### src/rtl/core/skrc_pkg.sv
`default_nettype none

package skrc_pkg;

  localparam int KEY_LEN_W     = 4;
  localparam int REQ_W         = 2;
  localparam int CODE_W        = 5;
  localparam int RC_W          = 21;
  localparam int BUCKET_OUT_W  = 16;
  localparam int FOLD_BASE     = 29;
  localparam int RANGE_LIMIT   = 1048575;
  // restoring reduction by 16T, 8T, 4T, 2T, T brings a fold below T
  localparam int RED_STEPS     = 5;
  localparam int RED_CNT_W     = 3;

  localparam logic [KEY_LEN_W-1:0] KEY_LEN_RESET = 4'd4;

  localparam logic [REQ_W-1:0] REQ_KEY   = 2'd0;
  localparam logic [REQ_W-1:0] REQ_LOW   = 2'd1;
  localparam logic [REQ_W-1:0] REQ_HIGH  = 2'd2;
  localparam logic [REQ_W-1:0] REQ_BUILD = 2'd3;

  typedef enum logic [3:0] {
    ST_CLEAR,
    ST_IDLE,
    ST_DECODE,
    ST_FOLD,
    ST_CHECK,
    ST_KEY_RD,
    ST_KEY_WR,
    ST_Q_HIGH,
    ST_Q_LOW,
    ST_Q_OUT,
    ST_BUILD
  } state_t;

  typedef struct packed {
    logic load;
    logic fold_start;
    logic fold_zero;
    logic fold_step;
    logic pos_inc;
    logic end_string;
    logic save_low;
    logic rd_bucket;
    logic rd_low_m1;
    logic key_wr;
    logic out_load;
    logic sweep_init;
    logic sweep_step;
    logic clear_step;
  } dp_cmd_t;

  typedef struct packed {
    logic [REQ_W-1:0] req;
    logic             last;
    logic             pos_lt;
    logic             fold_last;
    logic             multi_step;
    logic             out_free;
    logic             cnt_last;
    logic             sweep_done;
  } dp_stat_t;

endpackage

`default_nettype wire

### src/rtl/core/skrc_ctrl.sv
`default_nettype none

module skrc_ctrl (
  input  wire logic               clk,
  input  wire logic               rst,
  input  wire logic               in_valid,
  output logic                    in_ready,
  input  wire skrc_pkg::dp_stat_t stat,
  output skrc_pkg::dp_cmd_t       cmd
);
  import skrc_pkg::*;

  state_t state;
  state_t state_next;
  logic   built;

  always_ff @(posedge clk) begin
    if (rst) begin
      state <= ST_CLEAR;
      built <= 1'b0;
    end else begin
      state <= state_next;
      if (state == ST_BUILD && stat.sweep_done) begin
        built <= 1'b1;
      end
    end
  end

  always_comb begin
    state_next = state;
    case (state)
      ST_CLEAR: begin
        if (stat.cnt_last) begin
          state_next = ST_IDLE;
        end
      end
      ST_IDLE: begin
        if (in_valid) begin
          state_next = ST_DECODE;
        end
      end
      ST_DECODE: begin
        if (stat.req == REQ_BUILD) begin
          state_next = built ? ST_IDLE : ST_BUILD;
        end else if (stat.pos_lt && stat.multi_step) begin
          state_next = ST_FOLD;
        end else begin
          state_next = ST_CHECK;
        end
      end
      ST_FOLD: begin
        if (stat.fold_last) begin
          state_next = ST_CHECK;
        end
      end
      ST_CHECK: begin
        if (!stat.last) begin
          state_next = ST_IDLE;
        end else if (stat.pos_lt) begin
          state_next = stat.multi_step ? ST_FOLD : ST_CHECK;
        end else begin
          case (stat.req)
            REQ_KEY:  state_next = ST_KEY_RD;
            REQ_HIGH: state_next = ST_Q_HIGH;
            default:  state_next = ST_IDLE;
          endcase
        end
      end
      ST_KEY_RD: state_next = ST_KEY_WR;
      ST_KEY_WR: state_next = ST_IDLE;
      ST_Q_HIGH: state_next = ST_Q_LOW;
      ST_Q_LOW:  state_next = ST_Q_OUT;
      ST_Q_OUT: begin
        if (stat.out_free) begin
          state_next = ST_IDLE;
        end
      end
      ST_BUILD: begin
        if (stat.sweep_done) begin
          state_next = ST_IDLE;
        end
      end
      default: state_next = ST_IDLE;
    endcase
  end

  always_comb begin
    cmd      = '0;
    in_ready = 1'b0;
    case (state)
      ST_CLEAR: cmd.clear_step = 1'b1;
      ST_IDLE: begin
        in_ready = 1'b1;
        cmd.load = in_valid;
      end
      ST_DECODE: begin
        if (stat.req == REQ_BUILD) begin
          cmd.sweep_init = !built;
        end else if (stat.pos_lt) begin
          cmd.fold_start = 1'b1;
          cmd.pos_inc    = 1'b1;
        end
      end
      ST_FOLD: cmd.fold_step = 1'b1;
      ST_CHECK: begin
        if (stat.last) begin
          if (stat.pos_lt) begin
            // pad the string with zero codes
            cmd.fold_start = 1'b1;
            cmd.fold_zero  = 1'b1;
            cmd.pos_inc    = 1'b1;
          end else begin
            cmd.end_string = 1'b1;
            cmd.save_low   = (stat.req == REQ_LOW);
          end
        end
      end
      ST_KEY_RD: cmd.rd_bucket = 1'b1;
      ST_KEY_WR: cmd.key_wr = 1'b1;
      ST_Q_HIGH: cmd.rd_bucket = 1'b1;
      ST_Q_LOW:  cmd.rd_low_m1 = 1'b1;
      ST_Q_OUT:  cmd.out_load = stat.out_free;
      ST_BUILD:  cmd.sweep_step = 1'b1;
      default: begin
        cmd = '0;
      end
    endcase
  end

endmodule

`default_nettype wire
### config.mk
export PLATFORM = sky130hd
export DESIGN_NAME = skrc_ctrl
export DESIGN_NICKNAME = d
export VERILOG_FILES = /design/src/rtl/core/skrc_pkg.sv /design/src/rtl/core/skrc_ctrl.sv
export SDC_FILE = /design/constraint.sdc
export NUM_CORES = 1
export LEC_CHECK = 0
export ABC_AREA = 1
export BUFFER_PORTS_ARGS = -buffer_cell sky130_fd_sc_hd__buf_4
export CAP_MARGIN = 25
export CELL_PAD_IN_SITES_DETAIL_PLACEMENT = 0
export CELL_PAD_IN_SITES_GLOBAL_PLACEMENT = 1
export CORE_ASPECT_RATIO = 1.2
export CORE_MARGIN = 2
export CORE_UTILIZATION = 30
export DETAILED_ROUTE_END_ITERATION = 16
export GPL_TIMING_DRIVEN = 0
export PLACE_DENSITY_LB_ADDON = 0.1
export SLEW_MARGIN = 20
export SYNTH_ARGS = -nofsm -noshare
export SYNTH_HDL_FRONTEND = slang
export SYNTH_SLANG_ARGS = --single-unit
export TNS_END_PERCENT = 5
### constraint.sdc
create_clock -name clk -period 2.95 [get_ports clk]
set_input_delay 0.295 -clock clk [delete_from_list [all_inputs] [get_ports clk]]
set_output_delay 0.295 -clock clk [all_outputs]
set_load 0.03 [all_outputs]
==> summary.md, run 1 <==
| Metric | Value |
|---|---|
| Hold path start | `rst` |
| Hold Crit Depth | `2` |
| Yosys warning total | `0` |
| Max Fclk | `529 MHz` |
| Critical path arrival | `about 1600 ps` |
| RePlAce Congestion | `0.797` |
| Post-synth top area cell | `nand2_1` |
| Cells after synthesis | `107` |
| Status | `complete, no violations` |
| Antenna violations before repair | `0` |
| Final hold violation count | `0` |
| Worst path slowest cell | `dfxtp_1` |
| Dpl cells | `152` |
| Die H | `52.5 um` |
| WL/cell | `9.94 um` |
| Initial Util | `0.317` |
| Number of CTS-inserted buffers | `3` |
| Most frequent cells in the layout | `nand2_1 (29), buf_4 (28), nor2_1 (17)` |
| Sequential-to-total area share from yosys stat | `0.171` |
| Slack of the worst reg-to-reg path | `approximately 1600 ps` |
| Setup_tns | `0 ps` |
| Reg2Reg Depth | `8` |
| Num rows | `17` |
| Total gr overflow | `0` |
| Setup crit end kind | `output pin` |
| Average cell area after synthesis | `5.48 sq um` |
| Yosys reg bits | `5` |
| Tot GR Track Use | `0.150` |
| Pin count of the biggest net entering global routing | `10` |
| H-tree Lvls | `1` |
| # DRC | `0` |
| Share of layout cells above drive strength 1 | `0.350` |
| Core area | `~1900 sq um` |
| Dpl hpwl | `1310 um` |
| Final WL | `between 1500 and 2000 um` |
| Endpoint of the worst hold path | `state[1]$_SDFFE_PP0P_` |
| Top Family by Delay on Critical Path | `buffers and inverters` |
| Crit path launch type | `register` |
| Yosys cell types | `20` |
| Worst-path maximum fanout | `6` |
| Slowest stage delay, CP | `about 370 ps` |
| Top-area cell type share of the netlist area | `0.186` |
| PortBufs | `26` |
| Starting DRC count in detailed routing | `13` |
| Die width | `44.4 um` |
| Max Cap Violations | `0` |
| Critical-path cell list | `inv_2 > nand2_1 > nor2_2 > nand2_1 > a21oi_1 > buf_4 > buf_4` |
| Final Skew | `0.883 ps` |
| RSZ-0062 raised after global routing | `false` |
| Slew @ Worst Pin | `276 ps` |
| R2R Path Start | `state[3]$_SDFFE_PP0P_` |
| Post-synth design cell area | `between 500 and 600 sq um` |
| Commonest non-fill, non-tap cell in the layout | `nand2_1` |
| First-pass GRT wire length | `2630 um` |
| Setup Fix Bufs, Post-CTS | `0` |
| Root Driver | `clkbuf_4` |
| Crit path buf inv count | `3` |
| Hold Buf Count CTS | `0` |
| Worst flop-to-flop path endpoint | `state[0]$_SDFFE_PP0P_` |
| WS Path Type | `register to output pin` |
| Hold WC Path Type | `input port to register` |
| Via count | `727` |
| Util after Layout | `0.450` |
| Setup Viol. Count Final | `0` |
| Clock Tree Buf Depth | `2` |
| Clk slew on worst S/H paths | `40 ps` |
| Fin cells | `156` |
| Largest cells by area after synthesis | `nand2_1 (19%), dfxtp_1 (17%), nor2_1 (11%)` |
| Relative slew slack | `0.815` |
| Layout area overhead | `41.8%` |
| Power Total | `558 uW` |
| Leak | `0.000453 uW` |
| Final period util | `0.641` |
| VDD IR max | `0.000270 V` |
| CTS tree | `yes` |
| Final Critical Period | `1890 ps` |
| Final Max Tran Viols | `0` |
| Worst-Skew Late Latency | `240 ps` |
| Vias/cell | `4.66` |
| Diode count | `0` |
| Total nets after synthesis | `119` |
| Post-CTS sizing | `0` |
| Drt first pass iters | `4` |
| Nets | `150` |
| Power Density | `671 nW/um^2` |
| Post-route ant nets | `0` |
| Die area | `between 2000 and 2500 sq um` |
| Worst path required time | `2650 ps` |
| # clock sinks | `5` |
| Vias in the first global route | `621` |
| Io pins | `27` |
==> final cells by class <==
class	instances	area, sq um
Buffer	2	15.0
Inverter	18	67.6
Tap cell	19	23.8
Multi-Input combinational cell	82	404
Sequential cell	5	100
Fill cell	216	1020
Timing Repair Buffer	26	195
Clock buffer	4	26.3
==> cells in the mapped netlist <==
library cell and count:
a21oi_2 1, o21ai_1 2, nand3_1 10, nor2_2 4
clkinv_1 1, nor4_1 2, nand4_1 1, nand3_2 4
nor2_4 2, buf_4 2, or2_1 1, dfxtp_1 5
inv_2 4, nor2_1 17, inv_1 13, nand2_2 2
o21ai_0 1, nand3b_1 1, a21oi_1 5, nand2_1 29
==> layer usage <==
layer	wire (um)	up-vias	track usage
met1	700	312	0.186
met5	0	-	0
met4	0	0	0.0303
li1	-	395	-
met2	775	20	0.265
met3	75	0	0.0310
==> worst max path at each step <==
| stage | start | to | slack, ps | cells past startpoint |
|---|---|---|---|---|
| floorplan | state[1]$_SDFFE_PP0P_ | cmd[7] | 1010 | 4 |
| global placement | state[0]$_SDFFE_PP0P_ | cmd[12] | 1320 | 7 |
| detailed placement | state[0]$_SDFFE_PP0P_ | cmd[12] | 1310 | 7 |
| CTS | state[0]$_SDFFE_PP0P_ | cmd[12] | 1030 | 7 |
| global route | state[0]$_SDFFE_PP0P_ | cmd[12] | 910 | 7 |
| finish | state[0]$_SDFFE_PP0P_ | cmd[12] | 1060 | 7 |
==> state kept, by name (all words and copies together) (netlist names) <==
name,cells
state,4
built,1
==> metrics by stage <==
stage	setup WS [ps]	instance area, sq um	hold WS (ps)
2_1_floorplan	1010	587	357
3_3_place_gp	1320	806	479
3_5_place_dp	1310	806	480
4_1_cts	1030	832	238
5_1_grt	907	832	243
6_report	1060	832	245
==> kinds of logic (layout without fill, tap and decap cells) <==
family          count (synthesis)  in the layout  synth area share
simple gates                   73             73             0.606
buf+inv                        20             50             0.141
compound gates                  9              9            0.0831
flops                           5              5             0.171
==> power by group <==
part	total, uW	internal [uW]	switching [uW]
Sequential	102	82.3	19.6
Combinational	376	132	244
Clock	79.8	51.2	28.6
Total	558	266	292
(Power assumes the default switching activity.)
==> inputs of run 2 (changes only) <==
- ABC_AREA: 1 -> 0
- CORE_UTILIZATION: 30 -> 32
- clock period: 2.95 -> 1.8 ns (I/O delays scaled with it)
==> run 2 against run 1 <==
Compared with the run above: die area is 0.86% higher; synthesized cell count is 24% lower; utilization is 3.9 points higher; non-clock buffer count is 4 higher; global-route usage is 0.28 points lower; wire length stayed put; area after synthesis is 7.7% higher; highest routed layer is now met4.
==> summary.md, run 2 <==
| Metric | Value |
|---|---|
| Status | `complete, no violations` |
| Clk slew on worst S/H paths | `40 ps` |
| Antenna violations before repair | `0` |
| Dpl hpwl | `1230 um` |
| # clock sinks | `5` |
| Hold Crit Depth | `2` |
| Post-synth top flop | `dfxtp_1` |
| Leak | `0.000384 uW` |
| Number of synthesized flops with an enable pin | `0` |
| Yosys reg bits | `5` |
| Largest cells by area after synthesis | `dfxtp_1 (16%), mux2i_1 (6.3%), nor2_1 (5.3%)` |
| Vias in the first global route | `~630` |
| Crit path launch type | `register` |
| Final Critical Period | `1710 ps` |
| Layout area overhead | `43.0%` |
| Diode count | `0` |
| Biggest register | `state` |
| Async set or reset register ratio after synthesis | `0` |
| Cells after synthesis | `81` |
| Yosys warning total | `0` |
| Most common cell in the synthesized netlist | `nor2_1` |
| Worst path required time | `1620 ps` |
| # DRC | `0` |
| PortBufs | `25` |
| Pin count of the biggest net entering global routing | `11` |
| Nets | `123` |
| Total nets after synthesis | `93` |
| Post-synth design cell area | `632 sq um` |
| Power Density | `roughly 470 nW/um^2` |
| Share of layout cells above drive strength 1 | `0.455` |
| H-tree Lvls | `1` |
| Vias/cell | `5.13` |
| Tot GR Track Use | `0.148` |
| Post-synth top area cell | `dfxtp_1` |
| Commonest non-fill, non-tap cell in the layout | `buf_4` |
| Worst flop-to-flop path endpoint | `state[1]$_SDFFE_PP0P_` |
| Worst-Skew Late Latency | `230 ps` |
| Flip-flop count of the largest register after layout | `4` |
| Max Cap Violations | `0` |
| Relative slew slack | `0.794` |
| Worst-path maximum fanout | `10` |
| WS Path Type | `register to output pin` |
| Root Driver | `clkbuf_4` |
| Hold path start | `rst` |
| Setup WS post-layout | `around 90 ps` |
| Final hold violation count | `0` |
| Critical path arrival | `1530 ps` |
| Initial Util | `0.341` |
| Final period util | `0.950` |
| Final Skew | `2.30 ps` |
| Final Max Tran Viols | `0` |
| Commonest cells post-synth | `nor2_1 (9), a21oi_1 (6), nand2_1 (6)` |
| VDD IR max | `0.000348 V` |
| Setup crit end kind | `output pin` |
| Setup_tns | `0 ps` |
| Most frequent cells in the layout | `buf_4 (26), nor2_1 (8), nand2_1 (6)` |
| R2R Path Start | `state[3]$_SDFFE_PP0P_` |
| Slew @ Worst Pin | `310 ps` |
| Die width | `44.6 um` |
| Number of CTS-inserted buffers | `3` |
| Num rows | `17` |
| Place WS | `185 ps` |
| CTS tree | `yes` |
| Hold WC Path Type | `input port to register` |
| Dpl cells | `~130` |
| Clock Tree Buf Depth | `2` |
| Reg2Reg Depth | `5` |
| Total gr overflow | `0` |
| Slack of the worst reg-to-reg path | `300 ps` |
| Die H | `52.7 um` |
| Max Fclk | `585 MHz` |
| Fin cells | `129` |
| Die area | `2350 sq um` |
| Setup Viol. Count Final | `0` |
| Drt first pass iters | `4` |
| Endpoint of the worst hold path | `state[1]$_SDFFE_PP0P_` |
| Final WL | `1550 um` |
| WL/cell | `around 12 um` |
| Post-route ant nets | `0` |
| Average cell area after synthesis | `7.80 sq um` |
| Regs by FF count | `state x4, built x1` |
| Starting DRC count in detailed routing | `16` |
| Io pins | `27` |
| RSZ-0062 raised after global routing | `true` |
| Top-area cell type share of the netlist area | `0.158` |
| First-pass GRT wire length | `around 2600 um` |
| RePlAce Congestion | `0.808` |
| Util after Layout | `0.488` |
| Via count | `662` |
| Yosys cell types | `41` |
| Sequential-to-total area share from yosys stat | `0.158` |
| Core area | `1850 sq um` |
run 2: worst max-delay path by stage:
stage                                startpoint      end  slack (ps)  cells past startpoint
after CTS                 state[2]$_SDFFE_PP0P_   cmd[7]          30                      5
final                     state[0]$_SDFFE_PP0P_  cmd[12]          90                      7
after global placement    state[2]$_SDFFE_PP0P_  cmd[12]         220                      6
after detailed placement  state[2]$_SDFFE_PP0P_  cmd[12]         190                      6
after global routing      state[0]$_SDFFE_PP0P_  cmd[12]         -20                      7
after floorplan           state[1]$_SDFFE_PP0P_  cmd[12]         -40                      5
run 2: routing by layer:
layer | share of wire | GRT usage
met1 | 0.46 | 0.202
met2 | 0.48 | 0.225
met3 | 0.046 | 0.0103
met4 | 0.012 | 0.0808
met5 | 0 | 0
run 2: cells by family (layout without fill, tap and decap cells):
logic type             count (synthesis)  count (layout)  share of synthesized area
AO/OA/AOI/OAI                         20              20                      0.257
buffers and inverters                 11              40                      0.129
flip-flops                             5               5                      0.158
multiplexers                           4               4                     0.0634
AND/OR/NAND/NOR                       41              41                      0.392
run 2: metrics by stage:
stage                     hold WS (ps)  total power (uW)  instance area (sq um)
after floorplan                    246               246                    638
after global placement             384               301                    850
after detailed placement           389               301                    850
after CTS                          139               430                    885
after global routing               138               459                    903
final                              141               426                    903
run 2: what timing repair did:
item / CTS / global route
hold endpoints to repair: 0 / 0
buffers inserted: 0 / 0
resized for setup: 2 / 6
hold buffers: 0 / 0
setup endpoints to repair: 2 / 3
run 2: layout make-up:
cell class,instances,area (sq um)
Fill cell,195,947
Inverter,4,15.0
Buffer,7,70.1
Multi-Input combinational cell,65,479
Sequential cell,5,101
Tap cell,19,23.8
Timing Repair Buffer,25,188
Clock buffer,4,26.3
run 2: worst max-delay path, cell delays in order (launching register included):
cell and delay [ps]:
dfxtp_1 300, buf_6 130, clkbuf_8 160, nor3_4 200, nand2_1 90, a21oi_2 160
buf_4 120, buf_4 140
run 2: power by group:
part	switching, uW	internal, uW	total, uW	leakage [uW]
clock network	39.5	83.4	123	0.0000150
logic	100	84.7	185	0.000328
registers	2.85	116	119	0.0000411
